**config.mk**
```make
export PLATFORM = sky130hd
export DESIGN_NAME = base64_stream_decoder_flat
export DESIGN_NICKNAME = d
export VERILOG_FILES = /design/src/rtl/b64sd_pkg.sv /design/src/rtl/b64sd_channels.sv /design/src/rtl/b64sd_char_class.sv /design/src/rtl/b64sd_core.sv /design/src/rtl/b64sd_out_reg.sv /design/src/rtl/base64_stream_decoder.sv /design/src/flat_wrapper.sv
export VERILOG_INCLUDE_DIRS = /design/src /design/src/rtl
export SDC_FILE = /design/constraint.sdc
export NUM_CORES = 1
export LEC_CHECK = 0
export BUFFER_PORTS_ARGS = -buffer_cell sky130_fd_sc_hd__buf_4
export CAP_MARGIN = 20
export CORE_MARGIN = 2
export CORE_UTILIZATION = 56
export DETAILED_ROUTE_END_ITERATION = 10
export PLACE_DENSITY = 0.83
export SLEW_MARGIN = 20
export SYNTH_ARGS = -nofsm -noshare
export SYNTH_HDL_FRONTEND = slang
export SYNTH_HIERARCHICAL = 1
export SYNTH_SLANG_ARGS = --single-unit
```
**constraint.sdc**
```tcl
create_clock -name clock -period 3.8 [get_ports clock]
set_input_delay 0.19 -clock clock [delete_from_list [all_inputs] [get_ports clock]]
set_output_delay 0.19 -clock clock [all_outputs]
set_load 0.01 [all_outputs]
```
**src/rtl/base64_stream_decoder_assert.svh**
```systemverilog
// Assertion macros for the decoder's RTL, used by b64sd_core.sv.
// Each macro expects signals named clock and reset in the scope where it is used.
`ifndef BASE64_STREAM_DECODER_ASSERT_SVH
`define BASE64_STREAM_DECODER_ASSERT_SVH

// A condition that must hold at every clock edge outside reset.
`define B64SD_ASSERT_ALWAYS(label, cond, msg) \
   label: assert property (@(posedge clock) disable iff (reset) (cond)) else $error(msg);

// A consequence that must hold in the same cycle as its antecedent.
`define B64SD_ASSERT_SAME(label, ante, cons, msg) \
   label: assert property (@(posedge clock) disable iff (reset) (ante) |-> (cons)) \
      else $error(msg);

// A consequence that must hold in the cycle after its antecedent.
`define B64SD_ASSERT_NEXT(label, ante, cons, msg) \
   label: assert property (@(posedge clock) disable iff (reset) (ante) |=> (cons)) \
      else $error(msg);

`endif

```
**src/rtl/b64sd_pkg.sv**
```systemverilog
`timescale 1ns / 1ps

package b64sd_pkg;

   // ASCII codes that the character classifier tests against.
   localparam logic [7:0] CHAR_UPPER_A = 8'h41;
   localparam logic [7:0] CHAR_UPPER_Z = 8'h5A;
   localparam logic [7:0] CHAR_LOWER_A = 8'h61;
   localparam logic [7:0] CHAR_LOWER_Z = 8'h7A;
   localparam logic [7:0] CHAR_DIGIT_0 = 8'h30;
   localparam logic [7:0] CHAR_DIGIT_9 = 8'h39;
   localparam logic [7:0] CHAR_PLUS    = 8'h2B;
   localparam logic [7:0] CHAR_MINUS   = 8'h2D;
   localparam logic [7:0] CHAR_SLASH   = 8'h2F;
   localparam logic [7:0] CHAR_UNDER   = 8'h5F;
   localparam logic [7:0] CHAR_EQUALS  = 8'h3D;
   localparam logic [7:0] CHAR_SPACE   = 8'h20;
   localparam logic [7:0] CHAR_TAB     = 8'h09;
   localparam logic [7:0] CHAR_CR      = 8'h0D;
   localparam logic [7:0] CHAR_LF      = 8'h0A;

   // Offsets of the lower-case letters and digits within the alphabet.
   localparam logic [7:0] LOWER_BASE = 8'd26;
   localparam logic [7:0] DIGIT_BASE = 8'd52;

   localparam logic [5:0] SEXTET_62 = 6'd62;
   localparam logic [5:0] SEXTET_63 = 6'd63;

   typedef enum logic [1:0] {
      KIND_SEXTET,
      KIND_PAD,
      KIND_BLANK,
      KIND_BAD
   } char_kind_type;

   typedef struct packed {
      char_kind_type kind;
      logic [5:0]    sextet;
   } char_class_type;

   typedef struct packed {
      logic [7:0] data_byte;
      logic       byte_valid;
      logic       end_of_run;
      logic       invalid_input;
   } rsp_payload_type;

endpackage

```
**src/rtl/b64sd_channels.sv**
```systemverilog
`timescale 1ns / 1ps

// Character channel into the decoder.
interface b64sd_req_if;
   logic       valid;
   logic       ready;
   logic [7:0] char_code;
   logic       end_of_string;

   modport source (output valid, char_code, end_of_string, input ready);
   modport sink   (input valid, char_code, end_of_string, output ready);
endinterface

// Result channel out of the decoder.
interface b64sd_rsp_if;
   logic       valid;
   logic       ready;
   logic [7:0] data_byte;
   logic       byte_valid;
   logic       end_of_run;
   logic       invalid_input;

   modport source (output valid, data_byte, byte_valid, end_of_run, invalid_input,
                   input ready);
   modport sink   (input valid, data_byte, byte_valid, end_of_run, invalid_input,
                   output ready);
endinterface

```
**src/rtl/b64sd_char_class.sv**
```systemverilog
`timescale 1ns / 1ps

// Sorts one ASCII character into alphabet, pad, blank or invalid, and gives
// its six-bit value when it belongs to the alphabet.
module b64sd_char_class (
   input  logic [7:0]               char_code,
   output b64sd_pkg::char_class_type char_class
);
   import b64sd_pkg::*;

   always_comb begin
      char_class.kind   = KIND_BAD;
      char_class.sextet = 6'd0;
      if (char_code inside {[CHAR_UPPER_A:CHAR_UPPER_Z]}) begin
         char_class.kind   = KIND_SEXTET;
         char_class.sextet = 6'(char_code - CHAR_UPPER_A);
      end else if (char_code inside {[CHAR_LOWER_A:CHAR_LOWER_Z]}) begin
         char_class.kind   = KIND_SEXTET;
         char_class.sextet = 6'(char_code - CHAR_LOWER_A + LOWER_BASE);
      end else if (char_code inside {[CHAR_DIGIT_0:CHAR_DIGIT_9]}) begin
         char_class.kind   = KIND_SEXTET;
         char_class.sextet = 6'(char_code - CHAR_DIGIT_0 + DIGIT_BASE);
      end else if (char_code inside {CHAR_PLUS, CHAR_MINUS}) begin
         char_class.kind   = KIND_SEXTET;
         char_class.sextet = SEXTET_62;
      end else if (char_code inside {CHAR_SLASH, CHAR_UNDER}) begin
         char_class.kind   = KIND_SEXTET;
         char_class.sextet = SEXTET_63;
      end else if (char_code == CHAR_EQUALS) begin
         char_class.kind = KIND_PAD;
      end else if (char_code inside {CHAR_SPACE, CHAR_TAB, CHAR_CR, CHAR_LF}) begin
         char_class.kind = KIND_BLANK;
      end
   end

endmodule

```
**src/rtl/b64sd_core.sv**
```systemverilog
`timescale 1ns / 1ps
`include "base64_stream_decoder_assert.svh"

// Input register, decode state and the combinational step that joins a new
// sextet to the pending bits.
module b64sd_core (
   input  logic                       clock,
   input  logic                       reset,
   b64sd_req_if.sink                  req_chan,
   output logic                       res_valid,
   input  logic                       res_ready,
   output b64sd_pkg::rsp_payload_type res_payload
);
   import b64sd_pkg::*;

   logic           s1_valid_ff, s1_valid_in;
   logic [7:0]     s1_char_ff;
   logic           s1_eos_ff;
   logic [5:0]     residual_bits_ff, residual_bits_in;
   logic [2:0]     residual_count_ff, residual_count_in;
   logic           pad_seen_ff, pad_seen_in;
   logic           error_seen_ff, error_seen_in;

   char_class_type char_class;
   logic           active;
   logic           take_sextet;
   logic [11:0]    acc;
   logic [7:0]     byte_value;
   logic           have_byte;
   logic [5:0]     step_bits;
   logic [2:0]     step_count;
   logic           error_after;
   logic           makes_result;
   logic           s1_advance;
   logic           req_fire;

   b64sd_char_class u_char_class (
      .char_code  (s1_char_ff),
      .char_class (char_class)
   );

   assign active      = !pad_seen_ff && !error_seen_ff;
   assign take_sextet = active && (char_class.kind == KIND_SEXTET);
   assign acc         = {residual_bits_ff, char_class.sextet};

   // Six new bits complete a byte unless nothing was pending.
   always_comb begin
      case (residual_count_ff[2:1])
         2'd1: begin
            byte_value = acc[7:0];
            have_byte  = take_sextet;
            step_bits  = 6'd0;
            step_count = 3'd0;
         end
         2'd2: begin
            byte_value = acc[9:2];
            have_byte  = take_sextet;
            step_bits  = {4'd0, acc[1:0]};
            step_count = 3'd2;
         end
         2'd3: begin
            byte_value = acc[11:4];
            have_byte  = take_sextet;
            step_bits  = {2'd0, acc[3:0]};
            step_count = 3'd4;
         end
         default: begin
            byte_value = 8'd0;
            have_byte  = 1'b0;
            step_bits  = char_class.sextet;
            step_count = 3'd6;
         end
      endcase
   end

   assign error_after  = error_seen_ff || (active && char_class.kind == KIND_BAD);
   assign makes_result = s1_eos_ff || have_byte;
   assign s1_advance   = s1_valid_ff && (!makes_result || res_ready);
   assign req_fire     = req_chan.valid && req_chan.ready;

   assign req_chan.ready = !s1_valid_ff || s1_advance;

   assign res_valid                 = s1_valid_ff && makes_result;
   assign res_payload.data_byte     = have_byte ? byte_value : 8'd0;
   assign res_payload.byte_valid    = have_byte;
   assign res_payload.end_of_run    = s1_eos_ff;
   assign res_payload.invalid_input = s1_eos_ff && error_after;

   always_comb begin
      s1_valid_in       = req_fire || (s1_valid_ff && !s1_advance);
      residual_bits_in  = residual_bits_ff;
      residual_count_in = residual_count_ff;
      pad_seen_in       = pad_seen_ff;
      error_seen_in     = error_seen_ff;
      if (s1_advance) begin
         if (s1_eos_ff) begin
            residual_bits_in  = 6'd0;
            residual_count_in = 3'd0;
            pad_seen_in       = 1'b0;
            error_seen_in     = 1'b0;
         end else begin
            if (take_sextet) begin
               residual_bits_in  = step_bits;
               residual_count_in = step_count;
            end
            pad_seen_in   = pad_seen_ff || (active && char_class.kind == KIND_PAD);
            error_seen_in = error_after;
         end
      end
   end

   always_ff @(posedge clock) begin
      if (reset) begin
         s1_valid_ff       <= 1'b0;
         residual_bits_ff  <= 6'd0;
         residual_count_ff <= 3'd0;
         pad_seen_ff       <= 1'b0;
         error_seen_ff     <= 1'b0;
      end else begin
         s1_valid_ff       <= s1_valid_in;
         residual_bits_ff  <= residual_bits_in;
         residual_count_ff <= residual_count_in;
         pad_seen_ff       <= pad_seen_in;
         error_seen_ff     <= error_seen_in;
      end
   end

   always_ff @(posedge clock) begin
      if (req_fire) begin
         s1_char_ff <= req_chan.char_code;
         s1_eos_ff  <= req_chan.end_of_string;
      end
   end

   `B64SD_ASSERT_ALWAYS(a_count_even, residual_count_ff[0] == 1'b0, "odd residual count")
   `B64SD_ASSERT_ALWAYS(a_pad_error_excl, !(pad_seen_ff && error_seen_ff), "pad and error both set")
   `B64SD_ASSERT_NEXT(a_clear_after_end, s1_advance && s1_eos_ff,
      residual_count_ff == 3'd0 && !pad_seen_ff && !error_seen_ff, "state not cleared at end")
   `B64SD_ASSERT_SAME(a_empty_result_ends, res_valid && !res_payload.byte_valid,
      res_payload.end_of_run, "result without byte or end mark")

endmodule

```
**src/rtl/b64sd_out_reg.sv**
```systemverilog
`timescale 1ns / 1ps

// Result register: holds one finished result until the consumer takes it and
// can reload in the cycle that it is taken.
module b64sd_out_reg (
   input  logic                       clock,
   input  logic                       reset,
   input  logic                       res_valid,
   output logic                       res_ready,
   input  b64sd_pkg::rsp_payload_type res_payload,
   b64sd_rsp_if.source                rsp_chan
);
   import b64sd_pkg::*;

   logic            out_valid_ff, out_valid_in;
   rsp_payload_type out_payload_ff;
   logic            load;

   assign res_ready    = !out_valid_ff || rsp_chan.ready;
   assign load         = res_valid && res_ready;
   assign out_valid_in = load || (out_valid_ff && !rsp_chan.ready);

   always_ff @(posedge clock) begin
      if (reset) begin
         out_valid_ff <= 1'b0;
      end else begin
         out_valid_ff <= out_valid_in;
      end
   end

   always_ff @(posedge clock) begin
      if (load) begin
         out_payload_ff <= res_payload;
      end
   end

   assign rsp_chan.valid         = out_valid_ff;
   assign rsp_chan.data_byte     = out_payload_ff.data_byte;
   assign rsp_chan.byte_valid    = out_payload_ff.byte_valid;
   assign rsp_chan.end_of_run    = out_payload_ff.end_of_run;
   assign rsp_chan.invalid_input = out_payload_ff.invalid_input;

endmodule

```
**src/rtl/base64_stream_decoder.sv**
```systemverilog
`timescale 1ns / 1ps

// Channel    Role    Payload
// req_chan   sink    char_code[7:0], end_of_string
// rsp_chan   source  data_byte[7:0], byte_valid, end_of_run, invalid_input
//
// Each character is held in the input register, where it is classified and joined
// to the pending bits; its result, if any, then moves into the result register.
// One character is taken per cycle unless req_chan stalls; a result goes through the input
// register, then the result register. Synchronous reset clears the pending bits, the pad
// and error flags and both valid flags. A stall on rsp_chan holds the result register;
// characters with no result still pass, and req_chan stops only when a result finds it full.

module base64_stream_decoder (
   input  logic        clock,
   input  logic        reset,
   b64sd_req_if.sink   req_chan,
   b64sd_rsp_if.source rsp_chan
);
   import b64sd_pkg::*;

   // Result handed from the decode stage to the result register.
   logic            res_valid;
   logic            res_ready;
   rsp_payload_type res_payload;

   // Decode stage: input register, decode state and the per-character step.
   b64sd_core u_core (
      .clock       (clock),
      .reset       (reset),
      .req_chan    (req_chan),
      .res_valid   (res_valid),
      .res_ready   (res_ready),
      .res_payload (res_payload)
   );

   // Result register, which decouples the consumer's stalls from the decoder.
   b64sd_out_reg u_out_reg (
      .clock       (clock),
      .reset       (reset),
      .res_valid   (res_valid),
      .res_ready   (res_ready),
      .res_payload (res_payload),
      .rsp_chan    (rsp_chan)
   );

endmodule

```
**src/flat_wrapper.sv**
```systemverilog
// flat-port wrapper written by rule: the top's interface ports become plain ports
module base64_stream_decoder_flat import b64sd_pkg::*;
  (clock, reset, req_chan_valid, req_chan_char_code, req_chan_end_of_string, req_chan_ready, rsp_chan_valid, rsp_chan_data_byte, rsp_chan_byte_valid, rsp_chan_end_of_run, rsp_chan_invalid_input, rsp_chan_ready);
  b64sd_req_if req_chan_i ();
  b64sd_rsp_if rsp_chan_i ();
  input  logic clock;
  input  logic reset;
  input wire logic [$bits(req_chan_i.valid)-1:0] req_chan_valid;
  input wire logic [$bits(req_chan_i.char_code)-1:0] req_chan_char_code;
  input wire logic [$bits(req_chan_i.end_of_string)-1:0] req_chan_end_of_string;
  output wire logic [$bits(req_chan_i.ready)-1:0] req_chan_ready;
  output wire logic [$bits(rsp_chan_i.valid)-1:0] rsp_chan_valid;
  output wire logic [$bits(rsp_chan_i.data_byte)-1:0] rsp_chan_data_byte;
  output wire logic [$bits(rsp_chan_i.byte_valid)-1:0] rsp_chan_byte_valid;
  output wire logic [$bits(rsp_chan_i.end_of_run)-1:0] rsp_chan_end_of_run;
  output wire logic [$bits(rsp_chan_i.invalid_input)-1:0] rsp_chan_invalid_input;
  input wire logic [$bits(rsp_chan_i.ready)-1:0] rsp_chan_ready;
  assign req_chan_i.valid = req_chan_valid;
  assign req_chan_i.char_code = req_chan_char_code;
  assign req_chan_i.end_of_string = req_chan_end_of_string;
  assign req_chan_ready = req_chan_i.ready;
  assign rsp_chan_valid = rsp_chan_i.valid;
  assign rsp_chan_data_byte = rsp_chan_i.data_byte;
  assign rsp_chan_byte_valid = rsp_chan_i.byte_valid;
  assign rsp_chan_end_of_run = rsp_chan_i.end_of_run;
  assign rsp_chan_invalid_input = rsp_chan_i.invalid_input;
  assign rsp_chan_i.ready = rsp_chan_ready;
  base64_stream_decoder u_core (.clock(clock), .reset(reset), .req_chan(req_chan_i), .rsp_chan(rsp_chan_i));
endmodule
```
==> metrics.csv <==
stage,metric,value,unit
outcome,status,"finished, final reports clean",
yosys,commonest cells in the netlist,"edfxtp_1, ha_1, nor2_1, a21oi_1, dfxtp_1",
final_layout,number of diodes,0,
yosys,Post-synth EDFFs,20,
pwr,Final Total Pwr,843.1,uW
clock_tree,Root Buffer,clkbuf_8,
worst_setup_path,RR Startpoint,u_core/u_core/s1_char_ff[2]$_DFFE_PP_,
placed_design,pre-CTS WS,0.7440,ns
yosys,Cells after Synth,204,
worst_setup_path,worst reg2reg path endpoint,u_core/u_out_reg/rsp_chan.data_byte[4]$_DFFE_PP_,
worst_setup_path,CP max FO,9,
global_routing,GRT Util Overall,0.2104,
sta,hold slack,0.08552,ns
worst_setup_path,reg-to-reg setup timing slack,0.71,ns
clock_tree,CTS tree,built,
placed_design,RePlAce Congestion,0.9492,
sta,Setup WS post-layout,0.4442,ns
yosys,"Seq/Total Area, Yosys",0.3880,
floorplanning,Ports,26,
yosys,Synth Register Bits,32,
final_layout,"Area growth, synth to finish",13.28,%
worst_setup_path,WS Path Type,reg2out,
min_path,Hold Crit Start,req_chan_char_code[1],
clock_tree,latest clock arrival within the worst-skew pair,0.28,ns
floorplanning,FP Rows,22,
routing,antenna violation net count after detailed routing,0,
routing,wire per inst,15.36,um
routing,residual DRC count,0,
yosys,share of the synthesized area in the top cell type,0.2771,
sta,"Period Utilization, post-route",0.8831,
worst_setup_path,CP required,3.61,ns
floorplanning,Die ar.,4383,um^2
routing,detailed-route via count,1671,
yosys,Synth Area per Inst,10.62,um^2
sta,"Hold Violations, Final",0,
routing,drt via density,6.099,
sta,Max Slew Vio Count,0,
min_path,worst hold path depth,1,
sta,RSZ-0062 raised after global routing,no,
global_routing,number of global-route vias before repair,1475,
pwr,PwrDens,343.5,nW/um^2
yosys,Synth area leaders,"edfxtp_1, dfxtp_1, ha_1",
yosys,syn_nets,232,
yosys,yosys warns,6,
worst_setup_path,Startpoint Class,register,
clock_tree,H-tree depth,2,
sta,clock skew,0.008493,ns
yosys,"area leader, netlist",edfxtp_1,
routing,drt total wl,4.210,mm
sta,max frequency,0.2980,GHz
clock_tree,Hold Buf Count CTS,0,
placed_design,dpl hpwl,3.074,mm
clock_tree,clk sink count,32,
routing,DRT iter0 DRCs,122,
yosys,synth unique cells,57,
yosys,cell area after synthesis,2167,um^2
yosys,most frequent cell after synthesis,edfxtp_1,
job,Max Cap Violations,0,
min_path,Tightest Hold Check Type,in2reg,
worst_setup_path,Reg2Reg Depth,11,
clock_tree,Post-CTS Setup Bufs,0,
sta,Final Setup Violations,0,
final_layout,Fillers,292,
clock_tree,CTS resizes,0,
yosys,ys flop type,edfxtp_1,
pwr,Peak VDD IR,0.3340,mV
sta,setup TNS,0,ns
clock_tree,clock buffer count from CTS,5,
final_layout,share of post-route cells with drive strength above 1,0.2212,
routing,DRT Pass-1 Iters,4,
clock_tree,worst-case clock buffer depth,2,
floorplanning,Starting Density,0.5875,
floorplanning,core area,3689,um^2
worst_setup_path,endpoint class of the critical path,output port,
sta,Tightest Pin Transition,0.6318,ns
global_routing,total gr overflow,0,
min_path,Hold Path End,u_core/u_core/s1_char_ff[1]$_DFFE_PP_,
worst_setup_path,Worst EP arrival,3.17,ns
floorplanning,die height,66.21,um
final_layout,Layout Nets,253,
pwr,Leak Pwr,0.9155,nW
clock_tree,clock-pin slew on the worst setup and hold paths,0.06,ns
sta,worst relative slew slack,0.5788,
yosys,fraction of registers with async set/reset,0,
placed_design,# port buffers,25,
floorplanning,Die W,66.21,um
global_routing,largest net degree at the start of global routing,20,
sta,Final min period,3.356,ns
global_routing,initial antenna violation count,0,
global_routing,first-pass GRT wire length,6.975,mm
## through the flow
| step | utilization | area [um^2] | std cells |
|---|---|---|---|
| after global placement | 0.6353 | 2344 | 266 |
| after floorplan | - | 2167 | 204 |
| after CTS | 0.6655 | 2455 | 274 |
| final | 0.6655 | 2455 | 274 |
| after global routing | 0.6655 | 2455 | 274 |
| after detailed placement | 0.6353 | 2344 | 266 |
## layer usage
| metal | share of wire | track usage | vias up | wire length, um |
|---|---|---|---|---|
| met4 | 0.022 | 0.08673 | 0 | 91 |
| li1 | - | - | 809 | - |
| met3 | 0.071 | 0.04940 | 12 | 299 |
| met2 | 0.44 | 0.3025 | 74 | 1858 |
| met1 | 0.47 | 0.3016 | 776 | 1960 |
| met5 | 0 | 0 | - | 0 |
## area by class of cell
type	count	area [um^2]	share of cell area
Multi-Input combinational cell	149	1206	0.4913
Sequential cell	32	840.8	0.3425
Timing Repair Buffer	26	195.2	0.07951
Clock buffer	5	68.82	0.02803
Tap cell	48	60.06	0.02446
Clock inverter	3	42.54	0.01733
Inverter	11	41.29	0.01682
## kinds of logic (layout without fill, tap and decap cells)
group / count (synthesis) / count (layout) / synth area share
XOR/XNOR: 6 / 6 / 0.02425
AND/OR/NAND/NOR: 64 / 64 / 0.1819
buffers and inverters: 23 / 45 / 0.05542
adder cells (fa/ha/maj): 15 / 15 / 0.08661
flip-flops: 32 / 32 / 0.3880
AO/OA/AOI/OAI: 53 / 53 / 0.2113
multiplexers: 11 / 11 / 0.05254
## how the worst max path moves through the flow
stage	endpoint	startpoint	depth (start not counted)	slack [ns]
after global routing	req_chan_ready	u_core/u_core/s1_char_ff[2]$_DFFE_PP_	11	0.26
after global placement	u_core/u_out_reg/rsp_chan.data_byte[0]$_DFFE_PP_	u_core/u_core/s1_char_ff[2]$_DFFE_PP_	11	0.81
after CTS	req_chan_ready	u_core/u_core/s1_char_ff[2]$_DFFE_PP_	11	0.47
final	req_chan_ready	u_core/u_core/s1_char_ff[2]$_DFFE_PP_	11	0.44
after detailed placement	u_core/u_core/s1_char_ff[4]$_DFFE_PP_	u_core/u_core/s1_char_ff[2]$_DFFE_PP_	10	0.74
after floorplan	u_core/u_out_reg/rsp_chan.byte_valid$_DFFE_PP_	u_core/u_core/s1_char_ff[2]$_DFFE_PP_	12	0.99
## placed cells by master (no fill, tap or decap), types with 2 or more instances in the layout
cell type	netlist	routed
nor2_1	15	15
o31ai_1	2	2
nand3_1	3	3
edfxtp_1	20	20
nand2b_4	2	2
xor2_1	4	4
buf_4	3	26
nand3b_1	5	5
nand2_1	10	10
nand2b_1	9	9
a21o_1	2	2
a31oi_1	2	2
mux2i_1	8	8
nor3_1	5	5
xnor2_1	2	2
dfxtp_1	12	12
a221oi_1	2	2
a21oi_1	12	12
mux2_1	2	2
o21ai_0	5	5
a222oi_1	9	9
ha_1	15	15
inv_1	11	11
clkbuf_8	0	5
nor2b_1	2	2
o211ai_1	4	4
## where the power goes
part / switching, mW / internal (mW) / total (mW)
clock network: 0.126 / 0.194 / 0.320
registers: 0.0199 / 0.383 / 0.403
logic: 0.0656 / 0.0549 / 0.120
total: 0.212 / 0.631 / 0.843
## sequential cells by signal, summed over array words and instances (netlist names)
name and cells:
u_core/u_out_reg/rsp_chan.valid 1, u_core/u_core/s1_valid_ff 1, u_core/u_core/pad_seen_ff 1, u_core/u_out_reg/rsp_chan.data_byte 8, u_core/u_core/s1_char_ff 8, u_core/u_out_reg/rsp_chan.invalid_input 1
u_core/u_out_reg/rsp_chan.end_of_run 1, u_core/u_core/residual_bits_ff 6, u_core/u_out_reg/rsp_chan.byte_valid 1, u_core/u_core/s1_eos_ff 1, u_core/u_core/residual_count_ff 2, u_core/u_core/error_seen_ff 1
## worst max-delay path, cell delays in order, from the launching register on
cell,delay [ns]
edfxtp_1,0.53
inv_1,0.20
ha_1,0.24
a21oi_1,0.11
a21o_1,0.20
a311oi_4,0.38
nor2_2,0.07
o31a_2,0.15
nor4_4,0.34
a21oi_1,0.18
or3_1,0.34
buf_4,0.15
No activity file was read; power rests on OpenSTA's default activity.
